--- src/assert_macros.svh ---
// Assertion helpers shared by the RTL.
`ifndef ASSERT_MACROS_SVH
`define ASSERT_MACROS_SVH

// Same-cycle implication, checked outside reset.
`define ASSERT_SAME(label, clk, rst, cond, prop, msg) \
  label: assert property (@(posedge clk) disable iff (rst) (cond) |-> (prop)) \
    else $error(msg);

// Next-cycle implication, checked outside reset.
`define ASSERT_NEXT(label, clk, rst, cond, prop, msg) \
  label: assert property (@(posedge clk) disable iff (rst) (cond) |=> (prop)) \
    else $error(msg);

`endif

--- src/lkdv_pkg.sv ---
package lkdv_pkg;

  localparam int unsigned KEY_W = 32;
  localparam int unsigned POS_W = 6;
  localparam logic [POS_W-1:0] CHECK_BYTES = 6'd31;

  // Command codes
  localparam logic CMD_START = 1'b0;
  localparam logic CMD_DATA  = 1'b1;

  // Configuration register indexes
  localparam logic [1:0] CFG_KEY_A1      = 2'd0;
  localparam logic [1:0] CFG_KEY_A2      = 2'd1;
  localparam logic [1:0] CFG_KEY_B       = 2'd2;
  localparam logic [1:0] CFG_CIPHER_MODE = 2'd3;

  // Cipher mode bits
  localparam int unsigned MODE_BIT_DOUBLE = 0;
  localparam int unsigned MODE_BIT_POLY   = 1;

  localparam logic [31:0] RST_KEY_A1 = 32'h383477BC;
  localparam logic [31:0] RST_KEY_A2 = 32'h383477BC;
  localparam logic [31:0] RST_KEY_B  = 32'h02345CC6;

  typedef enum logic [1:0] {
    VERDICT_PENDING  = 2'd0,
    VERDICT_MATCHED  = 2'd1,
    VERDICT_REJECTED = 2'd2
  } verdict_t;

  // Seed expansion masks
  localparam logic [15:0] SEED_K1_HI = 16'h1357;
  localparam logic [15:0] SEED_K1_LO = 16'hAAAA;
  localparam logic [15:0] SEED_K2_HI = 16'hABCD;
  localparam logic [15:0] SEED_K2_LO = 16'h4321;

  // Plaintext check
  localparam logic [7:0] PLAIN_MARK = 8'h80;
  localparam logic [7:0] PRINT_LO   = 8'h20;
  localparam logic [7:0] PRINT_HI   = 8'h7E;

  // Polynomial update constants
  localparam logic [31:0] POLY_N2A = 32'h387FC5CC;
  localparam logic [31:0] POLY_N2M = 32'h35CE9581;
  localparam logic [31:0] POLY_N2B = 32'h07AFCC37;
  localparam logic [31:0] POLY_N1A = 32'h021510C6;
  localparam logic [31:0] POLY_N1M = 32'h4C3A1353;
  localparam logic [31:0] POLY_N1B = 32'h16EF783F;

  typedef enum logic [3:0] {
    PS_IDLE,
    PS_K1SQ,
    PS_K2SQ,
    PS_N2BASE,
    PS_N2T,
    PS_N2SUM,
    PS_N2SQ,
    PS_N1W,
    PS_N1SUB,
    PS_DONE
  } poly_state_t;

  typedef struct packed {
    logic busy;
    logic done;
  } poly_status_t;

endpackage

--- src/lkdv_mul.sv ---
module lkdv_mul (
  input  logic                         clk,
  input  logic [lkdv_pkg::KEY_W-1:0]   a,
  input  logic [lkdv_pkg::KEY_W-1:0]   b,
  output logic [lkdv_pkg::KEY_W-1:0]   prod
);

  logic [2*lkdv_pkg::KEY_W-1:0] full;

  assign full = {{lkdv_pkg::KEY_W{1'b0}}, a} * {{lkdv_pkg::KEY_W{1'b0}}, b};

  // Only the low word is ever needed (mod 2^32)
  always_ff @(posedge clk) begin
    prod <= full[lkdv_pkg::KEY_W-1:0];
  end

endmodule

--- src/lkdv_poly.sv ---
module lkdv_poly (
  input  logic                         clk,
  input  logic                         rst,
  input  logic                         start,
  input  logic [lkdv_pkg::KEY_W-1:0]   key_one_in,
  input  logic [lkdv_pkg::KEY_W-1:0]   key_two_in,
  output lkdv_pkg::poly_status_t       status,
  output logic [lkdv_pkg::KEY_W-1:0]   key_one_out,
  output logic [lkdv_pkg::KEY_W-1:0]   key_two_out
);

  lkdv_pkg::poly_state_t state, state_next;

  logic [lkdv_pkg::KEY_W-1:0] prod;
  logic [lkdv_pkg::KEY_W-1:0] mul_a, mul_b;
  logic [lkdv_pkg::KEY_W-1:0] acc, acc_next;
  logic [lkdv_pkg::KEY_W-1:0] k1sq, k1sq_next;
  logic [lkdv_pkg::KEY_W-1:0] n2, n2_next;
  logic [4:0] sh_k2, sh_k1;

  lkdv_mul u_mul (
    .clk  (clk),
    .a    (mul_a),
    .b    (mul_b),
    .prod (prod)
  );

  // Low five bits of x*5 and x*3 only depend on the low five bits of x
  assign sh_k2 = prod[4:0] + {prod[2:0], 2'b00};
  assign sh_k1 = k1sq[4:0] + {k1sq[3:0], 1'b0};

  always_comb begin
    state_next = state;
    unique case (state)
      lkdv_pkg::PS_IDLE:   if (start) state_next = lkdv_pkg::PS_K1SQ;
      lkdv_pkg::PS_K1SQ:   state_next = lkdv_pkg::PS_K2SQ;
      lkdv_pkg::PS_K2SQ:   state_next = lkdv_pkg::PS_N2BASE;
      lkdv_pkg::PS_N2BASE: state_next = lkdv_pkg::PS_N2T;
      lkdv_pkg::PS_N2T:    state_next = lkdv_pkg::PS_N2SUM;
      lkdv_pkg::PS_N2SUM:  state_next = lkdv_pkg::PS_N2SQ;
      lkdv_pkg::PS_N2SQ:   state_next = lkdv_pkg::PS_N1W;
      lkdv_pkg::PS_N1W:    state_next = lkdv_pkg::PS_N1SUB;
      lkdv_pkg::PS_N1SUB:  state_next = lkdv_pkg::PS_DONE;
      lkdv_pkg::PS_DONE:   state_next = lkdv_pkg::PS_IDLE;
      default:             state_next = lkdv_pkg::PS_IDLE;
    endcase
  end

  // prod always holds the product requested in the previous state
  always_comb begin
    mul_a       = '0;
    mul_b       = '0;
    acc_next    = acc;
    k1sq_next   = k1sq;
    n2_next     = n2;
    status.busy = (state != lkdv_pkg::PS_IDLE);
    status.done = 1'b0;
    key_one_out = acc + prod;
    key_two_out = n2;
    unique case (state)
      lkdv_pkg::PS_IDLE: begin
        mul_a = key_one_in;
        mul_b = key_one_in;
      end
      lkdv_pkg::PS_K1SQ: begin
        // prod = k1^2 here
        k1sq_next = prod;
        mul_a     = key_two_in;
        mul_b     = key_two_in;
      end
      lkdv_pkg::PS_K2SQ: begin
        // keep k2^2 on the multiplier for the next state
        mul_a = key_two_in;
        mul_b = key_two_in;
      end
      lkdv_pkg::PS_N2BASE: begin
        // prod = k2^2 here
        acc_next = (lkdv_pkg::POLY_N2A >> sh_k2) + lkdv_pkg::POLY_N2B;
        mul_a    = key_two_in;
        mul_b    = lkdv_pkg::POLY_N2A;
      end
      lkdv_pkg::PS_N2T: begin
        acc_next = acc + prod;
        mul_a    = k1sq;
        mul_b    = lkdv_pkg::POLY_N2M;
      end
      lkdv_pkg::PS_N2SUM: begin
        n2_next = acc + prod;
      end
      lkdv_pkg::PS_N2SQ: begin
        mul_a    = n2;
        mul_b    = n2;
        acc_next = (lkdv_pkg::POLY_N1A >> sh_k1) + lkdv_pkg::POLY_N1B;
      end
      lkdv_pkg::PS_N1W: begin
        mul_a = prod;
        mul_b = lkdv_pkg::POLY_N1M;
      end
      lkdv_pkg::PS_N1SUB: begin
        acc_next = acc - prod;
        mul_a    = key_one_in;
        mul_b    = lkdv_pkg::POLY_N1A;
      end
      lkdv_pkg::PS_DONE: begin
        status.done = 1'b1;
      end
      default: begin
        status.busy = 1'b0;
      end
    endcase
  end

  always_ff @(posedge clk) begin
    if (rst) begin
      state <= lkdv_pkg::PS_IDLE;
    end else begin
      state <= state_next;
    end
  end

  always_ff @(posedge clk) begin
    acc  <= acc_next;
    k1sq <= k1sq_next;
    n2   <= n2_next;
  end

endmodule

--- src/login_keystream_decrypt_validate_core.sv ---
// Login keystream decryptor and checker.
// Input channel (in_valid/in_stall): command, seed, data_byte, last_byte.
// A start command loads both keys from the seed and clears the check; a data
// command decrypts data_byte with the low byte of key one and checks it.
// Output channel (out_valid/out_stall): one transaction per input item with
// plain_byte (zero on start) and verdict after that item.
// Config channel (cfg_valid/cfg_ready, cfg_index, cfg_data) writes key_a1,
// key_a2, key_b and cipher_mode; cfg_ready is always high.
// The result is registered and shows in the cycle after the input transaction.
// Start items and shift-mode data items do not stall the input. In
// polynomial mode a data item holds the input stalled while the key
// update runs seven products through the one multiplier.
// Reset clears the keys, byte position and verdict and loads the config
// reset values. A stalled result holds in the output register; the input
// is stalled while that result waits and cannot be taken in the same cycle.
module login_keystream_decrypt_validate_core (
  input  logic        clk,
  input  logic        rst,
  input  logic        in_valid,
  output logic        in_stall,
  input  logic        command,
  input  logic [31:0] seed,
  input  logic [7:0]  data_byte,
  input  logic        last_byte,
  output logic        out_valid,
  input  logic        out_stall,
  output logic [7:0]  plain_byte,
  output logic [1:0]  verdict,
  input  logic        cfg_valid,
  output logic        cfg_ready,
  input  logic [1:0]  cfg_index,
  input  logic [31:0] cfg_data
);

  `include "assert_macros.svh"

  logic [31:0] key_a1, key_a2, key_b;
  logic [1:0]  cipher_mode;

  logic [31:0] key_one, key_one_next;
  logic [31:0] key_two, key_two_next;
  logic [lkdv_pkg::POS_W-1:0] byte_position, byte_position_next;
  lkdv_pkg::verdict_t check_state, check_state_next;

  logic        in_accept, is_data, poly_start, mode_poly, plain_ok;
  logic [7:0]  plain;
  logic [31:0] seed_inv, t_one, t_two;
  logic [31:0] poly_key_one, poly_key_two;
  lkdv_pkg::poly_status_t poly_st;

  assign cfg_ready = 1'b1;

  always_ff @(posedge clk) begin
    if (rst) begin
      key_a1      <= lkdv_pkg::RST_KEY_A1;
      key_a2      <= lkdv_pkg::RST_KEY_A2;
      key_b       <= lkdv_pkg::RST_KEY_B;
      cipher_mode <= 2'd0;
    end else if (cfg_valid && cfg_ready) begin
      unique case (cfg_index)
        lkdv_pkg::CFG_KEY_A1:      key_a1 <= cfg_data;
        lkdv_pkg::CFG_KEY_A2:      key_a2 <= cfg_data;
        lkdv_pkg::CFG_KEY_B:       key_b <= cfg_data;
        lkdv_pkg::CFG_CIPHER_MODE: cipher_mode <= cfg_data[1:0];
        default:                   cipher_mode <= cipher_mode;
      endcase
    end
  end

  assign in_stall   = poly_st.busy || (out_valid && out_stall);
  assign in_accept  = in_valid && !in_stall;
  assign is_data    = (command == lkdv_pkg::CMD_DATA);
  assign mode_poly  = cipher_mode[lkdv_pkg::MODE_BIT_POLY];
  assign poly_start = in_accept && is_data && mode_poly;

  lkdv_poly u_poly (
    .clk         (clk),
    .rst         (rst),
    .start       (poly_start),
    .key_one_in  (key_one),
    .key_two_in  (key_two),
    .status      (poly_st),
    .key_one_out (poly_key_one),
    .key_two_out (poly_key_two)
  );

  assign plain    = data_byte ^ key_one[7:0];
  assign plain_ok = (byte_position == '0) ? (plain == lkdv_pkg::PLAIN_MARK)
                  : ((plain == 8'h00) ||
                     ((plain >= lkdv_pkg::PRINT_LO) && (plain <= lkdv_pkg::PRINT_HI)));
  assign seed_inv = ~seed;

  // Shift-xor rounds: rotate right pulling the top bit from the other key
  always_comb begin
    t_one = {key_one[0], key_two[31:1]} ^ key_a1;
    t_two = t_one;
    if (cipher_mode[lkdv_pkg::MODE_BIT_DOUBLE]) begin
      t_two = {key_one[0], t_one[31:1]} ^ key_a2;
    end
  end

  always_comb begin
    key_one_next       = key_one;
    key_two_next       = key_two;
    byte_position_next = byte_position;
    check_state_next   = check_state;
    if (poly_st.done) begin
      key_one_next = poly_key_one;
      key_two_next = poly_key_two;
    end else if (in_accept && !is_data) begin
      key_one_next = {seed_inv[15:0] ^ lkdv_pkg::SEED_K1_HI,
                      seed[15:0] ^ lkdv_pkg::SEED_K1_LO};
      key_two_next = {seed_inv[31:16] ^ lkdv_pkg::SEED_K2_HI,
                      seed[31:16] ^ lkdv_pkg::SEED_K2_LO};
      byte_position_next = '0;
      check_state_next   = lkdv_pkg::VERDICT_PENDING;
    end else if (in_accept) begin
      if (check_state == lkdv_pkg::VERDICT_PENDING &&
          byte_position < lkdv_pkg::CHECK_BYTES) begin
        if (!plain_ok) begin
          check_state_next = lkdv_pkg::VERDICT_REJECTED;
        end else if (byte_position == lkdv_pkg::CHECK_BYTES - 1'b1) begin
          check_state_next = lkdv_pkg::VERDICT_MATCHED;
        end else if (last_byte) begin
          check_state_next = lkdv_pkg::VERDICT_REJECTED;
        end
      end
      if (byte_position < lkdv_pkg::CHECK_BYTES) begin
        byte_position_next = byte_position + 1'b1;
      end
      if (!mode_poly) begin
        key_two_next = t_two;
        key_one_next = {key_two[0], key_one[31:1]} ^ key_b;
      end
    end
  end

  always_ff @(posedge clk) begin
    if (rst) begin
      key_one       <= '0;
      key_two       <= '0;
      byte_position <= '0;
      check_state   <= lkdv_pkg::VERDICT_PENDING;
      out_valid     <= 1'b0;
    end else begin
      key_one       <= key_one_next;
      key_two       <= key_two_next;
      byte_position <= byte_position_next;
      check_state   <= check_state_next;
      if (in_accept) begin
        out_valid <= 1'b1;
      end else if (!out_stall) begin
        out_valid <= 1'b0;
      end
    end
  end

  always_ff @(posedge clk) begin
    if (in_accept) begin
      plain_byte <= is_data ? plain : 8'h00;
      verdict    <= check_state_next;
    end
  end

  `ASSERT_NEXT(a_poly_start_busy, clk, rst, poly_start, poly_st.busy,
    "polynomial unit did not start")
  `ASSERT_NEXT(a_poly_done_idle, clk, rst, poly_st.done, !poly_st.busy,
    "polynomial unit stayed busy after done")
  `ASSERT_NEXT(a_verdict_sticky, clk, rst,
    in_accept && is_data && check_state != lkdv_pkg::VERDICT_PENDING,
    check_state == $past(check_state), "final verdict changed on data")
  `ASSERT_SAME(a_pos_range, clk, rst, 1'b1, byte_position <= lkdv_pkg::CHECK_BYTES,
    "byte position past check length")

endmodule

--- config.mk ---
export PLATFORM = sky130hd
export DESIGN_NAME = login_keystream_decrypt_validate_core
export DESIGN_NICKNAME = d
export VERILOG_FILES = /design/src/lkdv_pkg.sv /design/src/lkdv_mul.sv /design/src/lkdv_poly.sv /design/src/login_keystream_decrypt_validate_core.sv
export VERILOG_INCLUDE_DIRS = /design/src /design/src/src
export SDC_FILE = /design/constraint.sdc
export NUM_CORES = 2
export LEC_CHECK = 0
export ABC_AREA = 1
export BUFFER_PORTS_ARGS = -buffer_cell sky130_fd_sc_hd__buf_2
export CAP_MARGIN = 20
export CORE_MARGIN = 2
export CORE_UTILIZATION = 40
export CTS_BUF_LIST = sky130_fd_sc_hd__clkbuf_8
export DETAILED_ROUTE_END_ITERATION = 7
export PLACE_DENSITY_LB_ADDON = 0.12
export SYNTH_ARGS = -nofsm -noshare
export SYNTH_HDL_FRONTEND = slang
export SYNTH_SLANG_ARGS = --single-unit
--- constraint.sdc ---
create_clock -name clk -period 8.5 [get_ports clk]
set_clock_uncertainty 0.05 [all_clocks]
set_input_delay 1.275 -clock clk [delete_from_list [all_inputs] [get_ports clk]]
set_output_delay 1.275 -clock clk [all_outputs]
set_load 0.01 [all_outputs]
### Word level (Yosys, flattened, before mapping)

Cells that the tools add are included.

| storage, ports and cells | value |
|---|---|
| flip-flop bits (word level) | 313 |
| bits of input ports | 81 |
| output and inout port bits | 13 |
| logic and storage cells | 116 |

| operators by class | value |
|---|---|
| add/subtract/negate cells | 7 |
| multiply operators | 1 |
| $lt $le $gt $ge | 3 |
| eq/ne operators | 17 |
| shift operators | 2 |
| mux-type cells | 29 |
| bitwise gates (word level) | 10 |
| reductions and logical operators | 31 |

Operators by type and width:

| operator | number |
|---|---|
| $mux W32 | 9 |
| $pmux W32 S7 | 1 |
| $pmux W32 S5 | 1 |
| $pmux W32 S4 | 1 |
| $xor A32 B32 Y32 | 3 |
| $pmux W4 S9 | 1 |
| $add A32 B27 Y32 const B | 1 |
| $add A32 B29 Y32 const B | 1 |
| $add A32 B32 Y32 | 1 |
| $mul A32 B32 Y32 | 1 |
| $not A32 Y32 | 1 |
| $shr A26 B5 Y32 const A | 1 |
| $shr A30 B5 Y32 const A | 1 |
| $sub A32 B32 Y32 | 1 |
| $mux W6 | 3 |
| $eq A4 B3 Y1 const B | 4 |
| $not A8 Y8 | 2 |
| $mux W2 | 7 |
| $add A5 B5 Y5 | 2 |
| $not A10 Y10 | 1 |
| $reduce_and A2 Y1 | 5 |
| $reduce_or A10 Y1 | 1 |
| $eq A4 B2 Y1 const B | 2 |
| $eq A4 B4 Y1 const B | 2 |
| other kinds (30) | 47 |

### Logic depth before layout (Yosys ltp)

| depth | value |
|---|---|
| depth in word-level cells | 10 |
| mapped depth | 45 |
| mapped depth without buffers | 42 |

### By module

A second synthesis with hierarchy kept.

| second synthesis, totals | value |
|---|---|
| cell total of the unflattened synthesis | 5462 |
| area total of the unflattened synthesis | 38798.5 µm² |

By module, submodules not included:

| module | instances | cells each | area an instance (µm²) | seq. area each (µm²) |
|---|---|---|---|---|
| lkdv_mul | 1 | 2380 | 17745.8 | 640.6 |
| lkdv_poly | 1 | 1985 | 12529.5 | 2962.8 |
| login_keystream_decrypt_validate_core | 1 | 1097 | 8523.2 | 3723.6 |

### Worst setup path after synthesis

No wires, ideal clock.

| timing path | value |
|---|---|
| path kind | reg-to-reg |
| start point | register u_poly.state[1] |
| end point | register u_poly.u_mul.prod[30] (netlist name) |
| library setup time | 0.121 ns |
| data arrival time | 7.571 ns |
| required time | 8.329 ns |
| slack | 0.758 ns |
| cell stages (with the launch flop) | 33 |
| path buffers | 4 |
| clock period less this slack | 7.742 ns |
| cell sequence | dfxtp_1 buf_2 inv_1 nor2_1 nand2_1 nand2_1 buf_4 buf_4 a22oi_1 nand2_1 clkinv_1 clkbuf_1 nor2_1 fa_1 fa_1 fa_1 inv_1 fa_1 inv_1 fa_1 fa_1 fa_1 fa_1 ha_1 nand2_1 nor2_1 inv_1 or4_1 o221ai_1 a21oi_1 nor2_1 nor2_1 xor2_1 |

| between the ends | value |
|---|---|
| cells in the longest elaborated chain, start to end | 4 |
| elaborated cells between the ends (all ways) | 14 |
| those cells by class | mul (1); eq/ne (7); mux (2); reduce/logical (4) |

Ends and longest elaborated chain:

| what | line | source |
|---|---|---|
| start, declared | lkdv_poly.sv:12 | `lkdv_pkg::poly_state_t state, state_next;` |
| start signal, assigned | lkdv_poly.sv:115 | `state <= lkdv_pkg::PS_IDLE;` |
| start signal, assigned | lkdv_poly.sv:117 | `state <= state_next;` |
| $eq A4 B1 Y1, or another cell as far along | lkdv_poly.sv:60 | `unique case (state)` |
| $reduce_or A3 Y1 (no line) / $reduce_or A2 Y1 (equally long branches) | -- |  |
| $pmux W32 S5 / $pmux W32 S7 (equally long branches) | lkdv_poly.sv:60 |  |
| $mul A32 B32 Y32 (*) | lkdv_mul.sv:10 | `assign full = {{lkdv_pkg::KEY_W{1'b0}}, a} * {{lkdv_pkg::KEY_W{1'b0}}, b};` |
| via u_poly.u_mul.full (one bit) | lkdv_mul.sv:8 | `logic [2*lkdv_pkg::KEY_W-1:0] full;` |
| end signal, assigned | lkdv_mul.sv:14 | `prod <= full[lkdv_pkg::KEY_W-1:0];` |
| end, declared | lkdv_mul.sv:5 | `output logic [lkdv_pkg::KEY_W-1:0] prod` |

Mark *: on every way through the listed nets, which the timed path passes. The rest lies on a longest branch.
A chain may end at the register's enable or synchronous reset.

### Worst setup path after layout

| timing path | value |
|---|---|
| start point | register u_poly.state[3] |
| end point | register u_poly.u_mul.prod[31] (netlist name) |

The elaborated chain is that of the path after synthesis.

==> results.yml <==
cells_and_area:
  nets: 5839
  stdcell_count: 6367
  area_growth_pct: 11.5
  stdcell_area_um2: 40500
  fin_util_pct: 45.0
  drive_above_1_share_pct: 9.12
setup_path:
  r2r_start: "u_poly.state[3]$_SDFFE_PP0P_"
  reg2reg_depth: 35
  worstPathArrival_ps: 8750
  rrSetupSlack_ps: 320
  path_delay_family: "adder cells"
  critical_path_class: "flip-flop to flip-flop"
  worstPathMaxFanout: 20
  cp.depth: 35
  crit_path_top_delay_cell: "fa_1"
  cp-start-kind: "flip-flop"
  end_kind: "flip-flop"
  required_ps: 9070
  timing.rr.end: "u_poly.u_mul.prod[31]$_DFF_P_"
  slowest_delay_ps: 550
  crit_buf_inv: 13
logic_synthesis:
  synth.distinct_cells: 56
  synth.area.top_cells: "fa_1, nand2_1, dfxtp_1, edfxtp_1, inv_1"
  syn_area_per_cell_um2: 7.29
  yosysTopAreaCellShare_pct: 22.7
  syn_inst: 4989
  yosysTopAreaCell: "fa_1"
  synth_ff_type: "dfxtp_1"
  async_flop_share_pct: 0
  ys_ff_latch: 313
  synthesis.nets: 5687
  seq_area_frac_synth_pct: 20.2
  netlist_area_um2: 36400
  yosysWarnings: 0
  synth-edff-count: 106
die:
  core_area_um2: 90000
  fp.dieW_um: 305
  fp.dieH_um: 305
  start_util_pct: 40.4
  std_cell_rows: 110
  dieArea_um2: 93300
  num_io_pins: 94
detailed_routing:
  drt_iter0_markers: 3482
  finalWirelength_um: 149000
  vias_per_cell: 5.37
  remaining_drc_errors: 0
  vias: 34200
  drtAntennaViolNets: 0
  wire_per_inst_um: 23.4
  drtPass1Iterations: 6
sta:
  max_freq_mhz: 122
  fin_ws_ps: 320
  relSlewSlack_pct: 29.4
  setup_viol: 0
  maxSlewViolCount: 0
  final_hold_viol_count: 0
  min_period_ps: 8180
  period_share_pct: 96.2
  worst_pin_slew_ps: 1060
  fin_tns_setup_ps: 0
  hold_slack_ps: 405
  rsz0062_at_grt: "true"
clock_tree:
  cts.sinks: 313
  numCtsBuffers: 56
  ctsLongestPathBuffers: 3
  clk_pin_slew_ps: 80
  htree_levels: 2
  clk_latency_ps: 730
  cts_tree: "done"
  clockRootBuffer: "clkbuf_8"
placed_design:
  portBuffers: 92
  place_area_um2: 39000
  dp.cells: 6235
  dp_slack_ps: -159
  hpwl_um: 121000
  place_congestion: 0.974
min_path:
  hold_path_end: "cipher_mode[1]$_SDFFE_PP0P_"
  hold_path.startpoint: "cipher_mode[1]$_SDFFE_PP0P_"
  hp-class: "flip-flop to flip-flop"
  whs_path_depth: 2
power:
  finalPower_mw: 15.4
  powerDensity_nw_per_um2: 379
  leakagePower_nw: 19.5
  vdd_drop_max_mv: 0.421
global_routing:
  track_usage_pct: 31.9
  grt_pass1_wl_um: 221000
  grt_max_degree: 81
  antenna_found_initial: 4
  grt_pass1_vias: 33200
  overflow: 0
flow_run:
  cap_violations: 0
run_status:
  status: "completed"
## cells in the final DEF (no fill, tap or decap), types with 57 or more instances in the layout
master	instances
edfxtp_1	106
xnor2_1	97
buf_2	92
clkbuf_8	74
dfxtp_1	206
nand3_1	223
buf_4	185
a21oi_1	247
nand2_1	1146
inv_1	828
nor2_1	602
o211ai_1	57
ha_1	205
xor2_1	83
o21ai_0	278
fa_1	412
## logic make-up after synthesis
family | Yosys count | share of synthesized area [%]
AO/OA/AOI/OAI | 720 | 11.2
other | 1 | 0.0103
multiplexers | 2 | 0.0551
AND/OR/NAND/NOR | 2105 | 23.4
XOR/XNOR | 180 | 4.34
flip-flops | 313 | 20.2
buffers and inverters | 1051 | 11.1
adder cells (fa/ha/maj) | 617 | 29.7
## metal layers
layer | global-route usage [%] | part of all wire (%) | vias to the layer above
li1 | - | - | 15900
met1 | 46.6 | 45 | 16700
met2 | 49.0 | 44 | 1378
met3 | 4.45 | 7.9 | 220
met4 | 9.05 | 3.0 | 0
met5 | 0 | 0 | -
## sequential cells by signal, summed over array words and instances, names as in the netlist, 6 cells and up
name and count:
byte_position 6, u_poly.u_mul.prod 32, key_two 32, key_a1 32, key_b 32, plain_byte 8, u_poly.key_two_out 32, key_one 32
u_poly.acc 32, key_a2 32, u_poly.k1sq 32
## worst reg2reg max path: cells and delay by family (launching register included)
family                   cells  cell delay (ps)
AND/OR/NAND/NOR             12             1510
flip-flops                   1              340
AO/OA/AOI/OAI                1              160
buffers and inverters       13             1570
adder cells (fa/ha/maj)      9             4410
## cell usage after synthesis (4+ instances only)
cell / n
xnor2_1: 97
a21oi_1: 248
o211ai_1: 57
nor2_2: 9
nor3_1: 24
fa_1: 412
a221oi_1: 5
nand3_1: 223
nand2_1: 1152
inv_2: 13
a31oi_1: 25
nor2_1: 610
buf_1: 8
nand4_1: 37
dfxtp_1: 207
o21a_1: 8
buf_2: 26
o31ai_1: 6
nand2_2: 5
o21ai_0: 280
o21bai_1: 13
buf_4: 10
o21ai_1: 14
o2111ai_1: 12
a21o_1: 9
or2_2: 13
clkbuf_1: 154
o22ai_1: 5
xor2_1: 83
nor4_1: 5
nand3b_1: 8
edfxtp_1: 106
o221ai_1: 15
clkinv_1: 14
a21boi_0: 8
ha_1: 205
inv_1: 824
nand3_2: 4
nor2_4: 5
## area by class of cell
| cell class | instances | area, um2 |
|---|---|---|
| well taps | 1176 | 1470 |
| clock inverters | 32 | 238 |
| repair buffers | 294 | 2160 |
| fillers | 9402 | 49500 |
| diodes | 2 | 5.00 |
| multi-input cells | 3625 | 25100 |
| inverters | 851 | 3220 |
| clock buffers | 74 | 1020 |
| flip-flops and latches | 313 | 7330 |
## repair_timing
item / in CTS / in global routing
gates resized for setup: 4 / 29
gates cloned: 0 / 0
setup buffers: 6 / 18
hold buffers: 0 / 0
endpoints found under the setup margin: 3 / 11
pin swaps: 2 / 6
## worst max path at each step
stage / start / endpoint / slack, ps
6_report: u_poly.state[3]$_SDFFE_PP0P_ / u_poly.u_mul.prod[31]$_DFF_P_ / 320
5_1_grt: u_poly.state[3]$_SDFFE_PP0P_ / u_poly.u_mul.prod[30]$_DFF_P_ / -20
3_5_place_dp: u_poly.state[1]$_SDFFE_PP0P_ / u_poly.u_mul.prod[21]$_DFF_P_ / -160
4_1_cts: u_poly.state[1]$_SDFFE_PP0P_ / u_poly.u_mul.prod[21]$_DFF_P_ / 60
3_3_place_gp: u_poly.state[1]$_SDFFE_PP0P_ / u_poly.u_mul.prod[29]$_DFF_P_ / -240
2_1_floorplan: u_poly.state[1]$_SDFFE_PP0P_ / u_poly.u_mul.prod[30]$_DFF_P_ / 760
## power by group
part	switching (mW)	total, mW	leakage, nW	internal, mW
registers	0.386	2.41	2.67	2.03
clock network	0.751	1.61	0.701	0.855
logic	7.51	11.3	16.1	3.83
Note: power is estimated with default switching activity, not from simulation.
